--- config.mk ---
export PLATFORM = sky130hd
export DESIGN_NAME = range_sensor_frame_parser_top
export DESIGN_NICKNAME = d
export VERILOG_FILES = /design/src/design/rsfp_pkg.sv /design/src/design/rsfp_core.sv /design/src/design/rsfp_out_buf.sv /design/src/design/range_sensor_frame_parser_top.sv
export SDC_FILE = /design/constraint.sdc
export NUM_CORES = 1
export LEC_CHECK = 0
export BUFFER_PORTS_ARGS = -buffer_cell sky130_fd_sc_hd__buf_2
export CORE_MARGIN = 5
export CORE_UTILIZATION = 55
export DETAILED_ROUTE_END_ITERATION = 7
export PLACE_DENSITY = 0.76
export REMOVE_ABC_BUFFERS = 1
export SETUP_SLACK_MARGIN = 0.5
export SYNTH_ARGS = -nofsm -noshare
export SYNTH_HDL_FRONTEND = slang
export SYNTH_SLANG_ARGS = --single-unit
--- constraint.sdc ---
create_clock -name clk -period 5.5 [get_ports clk]
set_clock_uncertainty 0.2 [all_clocks]
set_input_delay 1.375 -clock clk [delete_from_list [all_inputs] [get_ports clk]]
set_output_delay 1.375 -clock clk [all_outputs]
set_load 0.01 [all_outputs]
--- src/design/rsfp_pkg.sv ---
// Package with the types, codes and constants of the range sensor frame parser.
package rsfp_pkg;

  localparam logic [7:0]  HEADER_BYTE       = 8'h5C;
  localparam logic [15:0] COUNT_MAX         = 16'hFFFF;
  localparam logic [15:0] MAX_RANGE_RESET   = 16'd12000;
  localparam logic [15:0] TIMEOUT_RESET     = 16'd2000;
  localparam int          CFG_ADDR_W        = 1;
  localparam int          CFG_DATA_W        = 16;
  localparam int          OUT_TDATA_W       = 24;

  typedef enum logic [CFG_ADDR_W-1:0] {
    CFG_MAX_RANGE = 1'b0,
    CFG_TIMEOUT   = 1'b1
  } cfg_reg_t;

  typedef enum logic {
    CMD_BYTE = 1'b0,
    CMD_TICK = 1'b1
  } cmd_t;

  typedef enum logic {
    EVT_FRAME   = 1'b0,
    EVT_OFFLINE = 1'b1
  } evt_t;

  typedef enum logic [2:0] {
    ERR_OK       = 3'd0,
    ERR_CHECKSUM = 3'd1,
    ERR_INVALID  = 3'd2,
    ERR_RANGE    = 3'd3,
    ERR_OFFLINE  = 3'd4
  } err_t;

  typedef enum logic [1:0] {
    PH_HUNT  = 2'd0,
    PH_LOW   = 2'd1,
    PH_HIGH  = 2'd2,
    PH_CHECK = 2'd3
  } phase_t;

  typedef struct packed {
    logic        sensor_online;
    err_t        error_code;
    logic        distance_valid;
    logic [15:0] distance_mm;
    evt_t        event_kind;
  } result_t;

endpackage

--- src/design/rsfp_core.sv ---
// Frame parser state machine, configuration registers and offline timer.
module rsfp_core
  import rsfp_pkg::*;
(
  input  logic                  clk,
  input  logic                  rst_n,
  input  logic                  cfg_we,
  input  logic [CFG_ADDR_W-1:0] cfg_addr,
  input  logic [CFG_DATA_W-1:0] cfg_wdata,
  input  logic                  item_accept,
  input  cmd_t                  item_cmd,
  input  logic [7:0]            item_byte,
  output logic                  res_valid,
  output result_t               res_data
);

  logic [15:0] max_range_r;
  logic [15:0] timeout_r;
  phase_t      phase_r, phase_nxt;
  logic [7:0]  low_r, low_nxt;
  logic [7:0]  high_r, high_nxt;
  logic        online_r, online_nxt;
  logic [15:0] count_r, count_nxt;

  logic [15:0] count_inc;
  logic        timeout_hit;
  logic [7:0]  expect_sum;
  logic [15:0] frame_dist;
  err_t        frame_err;

  assign count_inc   = (count_r == COUNT_MAX) ? count_r : count_r + 16'd1;
  assign timeout_hit = online_r && (count_inc > timeout_r);
  assign expect_sum  = ~(low_r + high_r);
  assign frame_dist  = {high_r, low_r};

  always_comb begin
    if (expect_sum != item_byte) begin
      frame_err = ERR_CHECKSUM;
    end else if (frame_dist == 16'h0000 || frame_dist == 16'hFFFF) begin
      frame_err = ERR_INVALID;
    end else if (frame_dist > max_range_r) begin
      frame_err = ERR_RANGE;
    end else begin
      frame_err = ERR_OK;
    end
  end

  // Next state.
  always_comb begin
    phase_nxt  = phase_r;
    low_nxt    = low_r;
    high_nxt   = high_r;
    online_nxt = online_r;
    count_nxt  = count_r;
    if (item_accept) begin
      if (item_cmd == CMD_TICK) begin
        count_nxt = count_inc;
        if (timeout_hit) begin
          online_nxt = 1'b0;
        end
      end else begin
        unique case (phase_r)
          PH_HUNT: begin
            if (item_byte == HEADER_BYTE) begin
              phase_nxt = PH_LOW;
            end
          end
          PH_LOW: begin
            low_nxt   = item_byte;
            phase_nxt = PH_HIGH;
          end
          PH_HIGH: begin
            high_nxt  = item_byte;
            phase_nxt = PH_CHECK;
          end
          PH_CHECK: begin
            phase_nxt = PH_HUNT;
            if (frame_err == ERR_OK) begin
              online_nxt = 1'b1;
              count_nxt  = 16'd0;
            end
          end
          default: begin
            phase_nxt = PH_HUNT;
          end
        endcase
      end
    end
  end

  // Result outputs.
  always_comb begin
    res_valid                = 1'b0;
    res_data.event_kind      = EVT_FRAME;
    res_data.distance_mm     = frame_dist;
    res_data.distance_valid  = (frame_err == ERR_OK);
    res_data.error_code      = frame_err;
    res_data.sensor_online   = online_nxt;
    if (item_cmd == CMD_TICK) begin
      res_valid               = item_accept && timeout_hit;
      res_data.event_kind     = EVT_OFFLINE;
      res_data.distance_mm    = 16'd0;
      res_data.distance_valid = 1'b0;
      res_data.error_code     = ERR_OFFLINE;
    end else begin
      res_valid = item_accept && (phase_r == PH_CHECK);
    end
  end

  always_ff @(posedge clk) begin
    if (!rst_n) begin
      max_range_r <= MAX_RANGE_RESET;
      timeout_r   <= TIMEOUT_RESET;
      phase_r     <= PH_HUNT;
      low_r       <= 8'd0;
      high_r      <= 8'd0;
      online_r    <= 1'b0;
      count_r     <= 16'd0;
    end else begin
      if (cfg_we) begin
        unique case (cfg_reg_t'(cfg_addr))
          CFG_MAX_RANGE: max_range_r <= cfg_wdata;
          CFG_TIMEOUT:   timeout_r   <= cfg_wdata;
          default: begin
          end
        endcase
      end
      phase_r  <= phase_nxt;
      low_r    <= low_nxt;
      high_r   <= high_nxt;
      online_r <= online_nxt;
      count_r  <= count_nxt;
    end
  end

endmodule

--- src/design/rsfp_out_buf.sv ---
// Output register with a skid stage for the parser results.
module rsfp_out_buf
  import rsfp_pkg::*;
(
  input  logic    clk,
  input  logic    rst_n,
  input  logic    res_valid,
  input  result_t res_data,
  output logic    space,
  output logic    out_valid,
  input  logic    out_ready,
  output result_t out_data
);

  logic    out_valid_r;
  result_t out_data_r;
  logic    skid_valid_r;
  result_t skid_data_r;
  logic    out_free;

  assign space     = ~skid_valid_r;
  assign out_free  = ~out_valid_r | out_ready;
  assign out_valid = out_valid_r;
  assign out_data  = out_data_r;

  always_ff @(posedge clk) begin
    if (!rst_n) begin
      out_valid_r  <= 1'b0;
      skid_valid_r <= 1'b0;
    end else begin
      if (out_free) begin
        if (skid_valid_r) begin
          out_valid_r  <= 1'b1;
          skid_valid_r <= 1'b0;
        end else begin
          out_valid_r <= res_valid;
        end
      end else if (res_valid) begin
        skid_valid_r <= 1'b1;
      end
    end
  end

  always_ff @(posedge clk) begin
    if (out_free) begin
      out_data_r <= skid_valid_r ? skid_data_r : res_data;
    end
    if (!out_free && res_valid) begin
      skid_data_r <= res_data;
    end
  end

endmodule

--- src/design/range_sensor_frame_parser_top.sv ---
// Top level of the range sensor frame parser.
// The block takes one item per cycle while in_tready is high: a received byte
// or a millisecond tick, selected by in_tuser. A frame is the header byte 0x5C,
// the distance low byte, the distance high byte and a check byte; the check
// byte yields one result with the distance and an error code, and a tick that
// times out an online sensor yields an offline result. Each item is handled in
// the cycle it is accepted, and its result is registered in the output or skid
// register. A two-entry output buffer lets input continue while a result waits,
// so the input stalls only when two results are held back by out_tready.
module range_sensor_frame_parser_top
  import rsfp_pkg::*;
(
  input  logic                   clk,
  input  logic                   rst_n,
  input  logic                   cfg_we,
  input  logic [CFG_ADDR_W-1:0]  cfg_addr,
  input  logic [CFG_DATA_W-1:0]  cfg_wdata,
  input  logic                   in_tvalid,
  output logic                   in_tready,
  input  logic [7:0]             in_tdata,   // rx_byte
  input  logic                   in_tuser,   // command
  output logic                   out_tvalid,
  input  logic                   out_tready,
  // distance_mm, distance_valid, error_code, sensor_online, zero fill
  output logic [OUT_TDATA_W-1:0] out_tdata,
  output logic                   out_tuser   // event_kind
);

  logic    item_accept;
  logic    res_valid;
  result_t res_data;
  logic    space;
  result_t out_data;

  assign in_tready   = space;
  assign item_accept = in_tvalid & space;

  rsfp_core u_core (
    .clk         (clk),
    .rst_n       (rst_n),
    .cfg_we      (cfg_we),
    .cfg_addr    (cfg_addr),
    .cfg_wdata   (cfg_wdata),
    .item_accept (item_accept),
    .item_cmd    (cmd_t'(in_tuser)),
    .item_byte   (in_tdata),
    .res_valid   (res_valid),
    .res_data    (res_data)
  );

  rsfp_out_buf u_out_buf (
    .clk       (clk),
    .rst_n     (rst_n),
    .res_valid (res_valid),
    .res_data  (res_data),
    .space     (space),
    .out_valid (out_tvalid),
    .out_ready (out_tready),
    .out_data  (out_data)
  );

  assign out_tuser = out_data.event_kind;
  assign out_tdata = {3'b000, out_data.sensor_online, out_data.error_code,
                      out_data.distance_valid, out_data.distance_mm};

endmodule

==> qor.txt <==
GPL Wtd Cong - 0.881
routed len/inst - 16.8 um
core area - 10900 um2
CP Buf/Inv Count - 1
sw frac - 0.251
TritonCTS clock tree - yes
worst-margin pin slew - 1.06 ns
Initial Utilization - 0.565
Crit Path Class - register to register
layout cells sized above 1 - 0.142
P_sw - 0.000375 W
total power - 0.00149 W
Synth Instances - 678
vias per cell - 5.89
Yosys cell types - 64
clock sink count - 111
Critical Path, Cell by Cell - ha_1, nand3_1, nor4_4, nand2b_2, and4_1, xor2_1, ha_1, nand4_1, nor4_1, a21boi_0, and4b_1, o31a_1, nor2_1, buf_4
crit-path max cell delay - 0.51 ns
Antenna Nets Post-Route - 0
# rows - 38
Slew HR - 0.295
dpl hpwl - 10800 um
EDFF count, synth - 42
vias in the first global route - 4798
WHS - 0.263 ns
Overflow after GRT - 0
Syn-to-layout area delta - 8.58%
area leader, netlist - dfxtp_1
GR Util met2 - 0.351
min-delay worst type - register to register
diode count - 0
final net count - 790
Max Slew Vio Count - 0
Iteration-0 DRC Markers - 364
Crit path top cell by count - ha_1
met3 Track Usage GR - 0.0381
CP Max Fanout - 21
Min Clock Period, post-route - 4.61 ns
wirelength, routed - 14400 um
Syn. warnings - 0
first-pass GRT wire length - 23700 um
largest net degree at the start of global routing - 47
GRT Overall Usage - 0.223
crit share post-route - 0.838
CTS clock-pin slew for the worst setup and hold paths - 0.11 ns
Die X - 116 um
Yosys top cell area share - 0.224
Achievable Freq - 0.217 GHz
busiest grt layer - met2
VDD IR max - 0.132 mV
CP max stage cell - dfxtp_1
# hold bufs at CTS - 0
worst endpoint required time - 5.37 ns
number of buffers added for setup after CTS - 0
CTS HTree Levels - 3
die span in y - 116 um
die area - 13400 um2
part of the power in the clock network - 0.343
antenna violations before repair - 0
Crit path arrival time - 4.48 ns
run status - complete, no violations
via count - 5058
Setup TNS - 0 ns
async set or reset register ratio after synthesis - 0
Pleak - 2.71 nW
logic gate share of total power - 0.076
Synth Cell Area - 6160 um2
CP Capture Type - register
flop and latch count out of synthesis - 111
CP delay by family, top - simple AND/OR/NAND/NOR gates
Final setup viols - 0
Max Cap Violations - 0
Seq pwr share - 0.581
clk root buf - clkbuf_8
Internal - 0.00112 W
Worst Setup Start Kind - register
Pre-antenna DRT Iters - 5
CTS buffer count - 9
DRC viols - 0
top cells by area, synth - dfxtp_1, edfxtp_1, ha_1, nand2_1, a21oi_1
clock buffer depth - 2
IO Pins - 58
Hold Fails Final Rpt - 0
pwr/cell area - 224 nW/um2
RSZ-0062 raised after global routing - no
worst-skew pair later-pin latency - 0.38 ns
met1 usage - 0.313
Syn Area/Cell - 9.08 um2
Port Buffer Count - 54
Main synth FF type - dfxtp_1
sequential area share after synthesis - 0.429
synthesized netlist by cell type (2+ instances only):
cell / instances
nand2_1: 123
dfxtp_1: 69
a21oi_1: 59
ha_1: 44
inv_1: 43
edfxtp_1: 42
nor2_1: 31
clkbuf_1: 21
nor2b_1: 19
o21ai_0: 19
nand3_1: 18
nand4_1: 16
o211ai_1: 16
mux2_2: 15
xnor2_1: 13
nor3_1: 9
nor4_1: 9
o31ai_1: 9
xor2_1: 7
a31oi_1: 6
nand2b_1: 6
a21o_1: 5
buf_4: 5
a32oi_1: 4
and3_1: 4
and4_1: 4
buf_1: 4
a211o_1: 3
a211oi_1: 3
a22oi_1: 3
and2_1: 3
buf_2: 3
mux2i_1: 3
o21a_1: 3
o311ai_0: 3
inv_2: 2
nand3b_1: 2
nor4_4: 2
o21ai_1: 2
o22ai_1: 2
cells in the final DEF (no fill, tap or decap), types with 5 or more instances in the layout:
cell type and n:
nor2b_1 19, clkbuf_8 9, xnor2_1 13, dfxtp_1 69, a21oi_1 59, nand2b_1 5
o21ai_0 19, a21o_1 5, o211ai_1 16, nor4_1 9, o31ai_1 9, edfxtp_1 42
a31oi_1 6, buf_2 54, nand4_1 16, nor3_1 9, inv_1 43, nand2_1 123
ha_1 44, nand3_1 18, mux2_2 15, nor2_1 31, xor2_1 7
layer usage:
layer | vias to the layer above | part of all wire
met3 | 21 | 0.064
met5 | - | 0
met4 | 0 | 0.014
met2 | 182 | 0.46
met1 | 2384 | 0.46
li1 | 2471 | -
worst reg2reg max path, stage by stage, from the launching register on:
cell	delay (ns)
dfxtp_1	0.51
ha_1	0.29
nand3_1	0.26
nor4_4	0.42
nand2b_2	0.23
and4_1	0.30
xor2_1	0.16
ha_1	0.30
nand4_1	0.11
nor4_1	0.36
a21boi_0	0.20
and4b_1	0.25
o31a_1	0.28
nor2_1	0.09
buf_4	0.30
cell families after synthesis:
family          share of synthesized area
mux                                0.0348
buf+inv                            0.0512
fa+ha+maj                          0.0927
flops                               0.429
other cells                      0.000609
xor+xnor                           0.0311
compound gates                      0.159
simple gates                        0.202
sequential cells by signal (all words and copies together) (netlist names):
| name | cells |
|---|---|
| u_core.high_r | 8 |
| u_core.max_range_r | 16 |
| u_out_buf.out_data | 21 |
| u_core.low_r | 8 |
| u_core.count_r | 16 |
| u_out_buf.out_valid | 1 |
| u_out_buf.skid_data_r | 21 |
| u_core.online_r | 1 |
| u_core.timeout_r | 16 |
| u_out_buf.skid_valid_r | 1 |
| u_core.phase_r | 2 |
stage by stage:
step	cell area [um2]	util	std cells	worst slack [ns]
3_5_place_dp	6480	0.595	843	0.830
2_1_floorplan	6020	-	647	0.735
5_1_grt	6680	0.614	859	0.571
3_3_place_gp	6480	0.595	843	1.04
4_1_cts	6680	0.614	859	0.791
6_report	6680	0.614	859	0.892
power groups by stage:
stage | Combinational, W | Clock [W] | Sequential, W
4_1_cts | 0.000113 | 0.000519 | 0.000869
5_1_grt | 0.000127 | 0.000555 | 0.000871
3_5_place_dp | 0.000112 | 0 | 0.000887
6_report | 0.000114 | 0.000513 | 0.000869
3_3_place_gp | 0.000109 | 0 | 0.000886
2_1_floorplan | 0.0000658 | 0 | 0.000886
timing repair:
action / 4_1_cts / 5_1_grt
resized for setup: 0 / 1
setup endpoints to repair: 0 / 22
endpoints found under the hold margin: 0 / 0
final cells by class:
| cell class | count | area, um2 |
|---|---|---|
| fillers | 928 | 4200 |
| multi-input cells | 491 | 3210 |
| flip-flops and latches | 111 | 2640 |
| repair buffers | 56 | 285 |
| well taps | 140 | 175 |
| inverters | 45 | 169 |
| clock buffers | 10 | 128 |
| clock inverters | 6 | 76.3 |
path summary, 6_finish.rpt:
path / cells after the start / from / end / slack (ns)
hold reg to reg: 2 / u_core.timeout_r[15] / u_core.timeout_r[15] / 0.26
hold / removal: 2 / u_core.timeout_r[15] / u_core.timeout_r[15] / 0.26
setup reg to reg: 14 / u_core.count_r[0] / u_out_buf.skid_data_r[16] / 0.89
setup / recovery: 14 / u_core.count_r[0] / u_out_buf.skid_data_r[16] / 0.89
No activity file was read; power rests on OpenSTA's default activity.
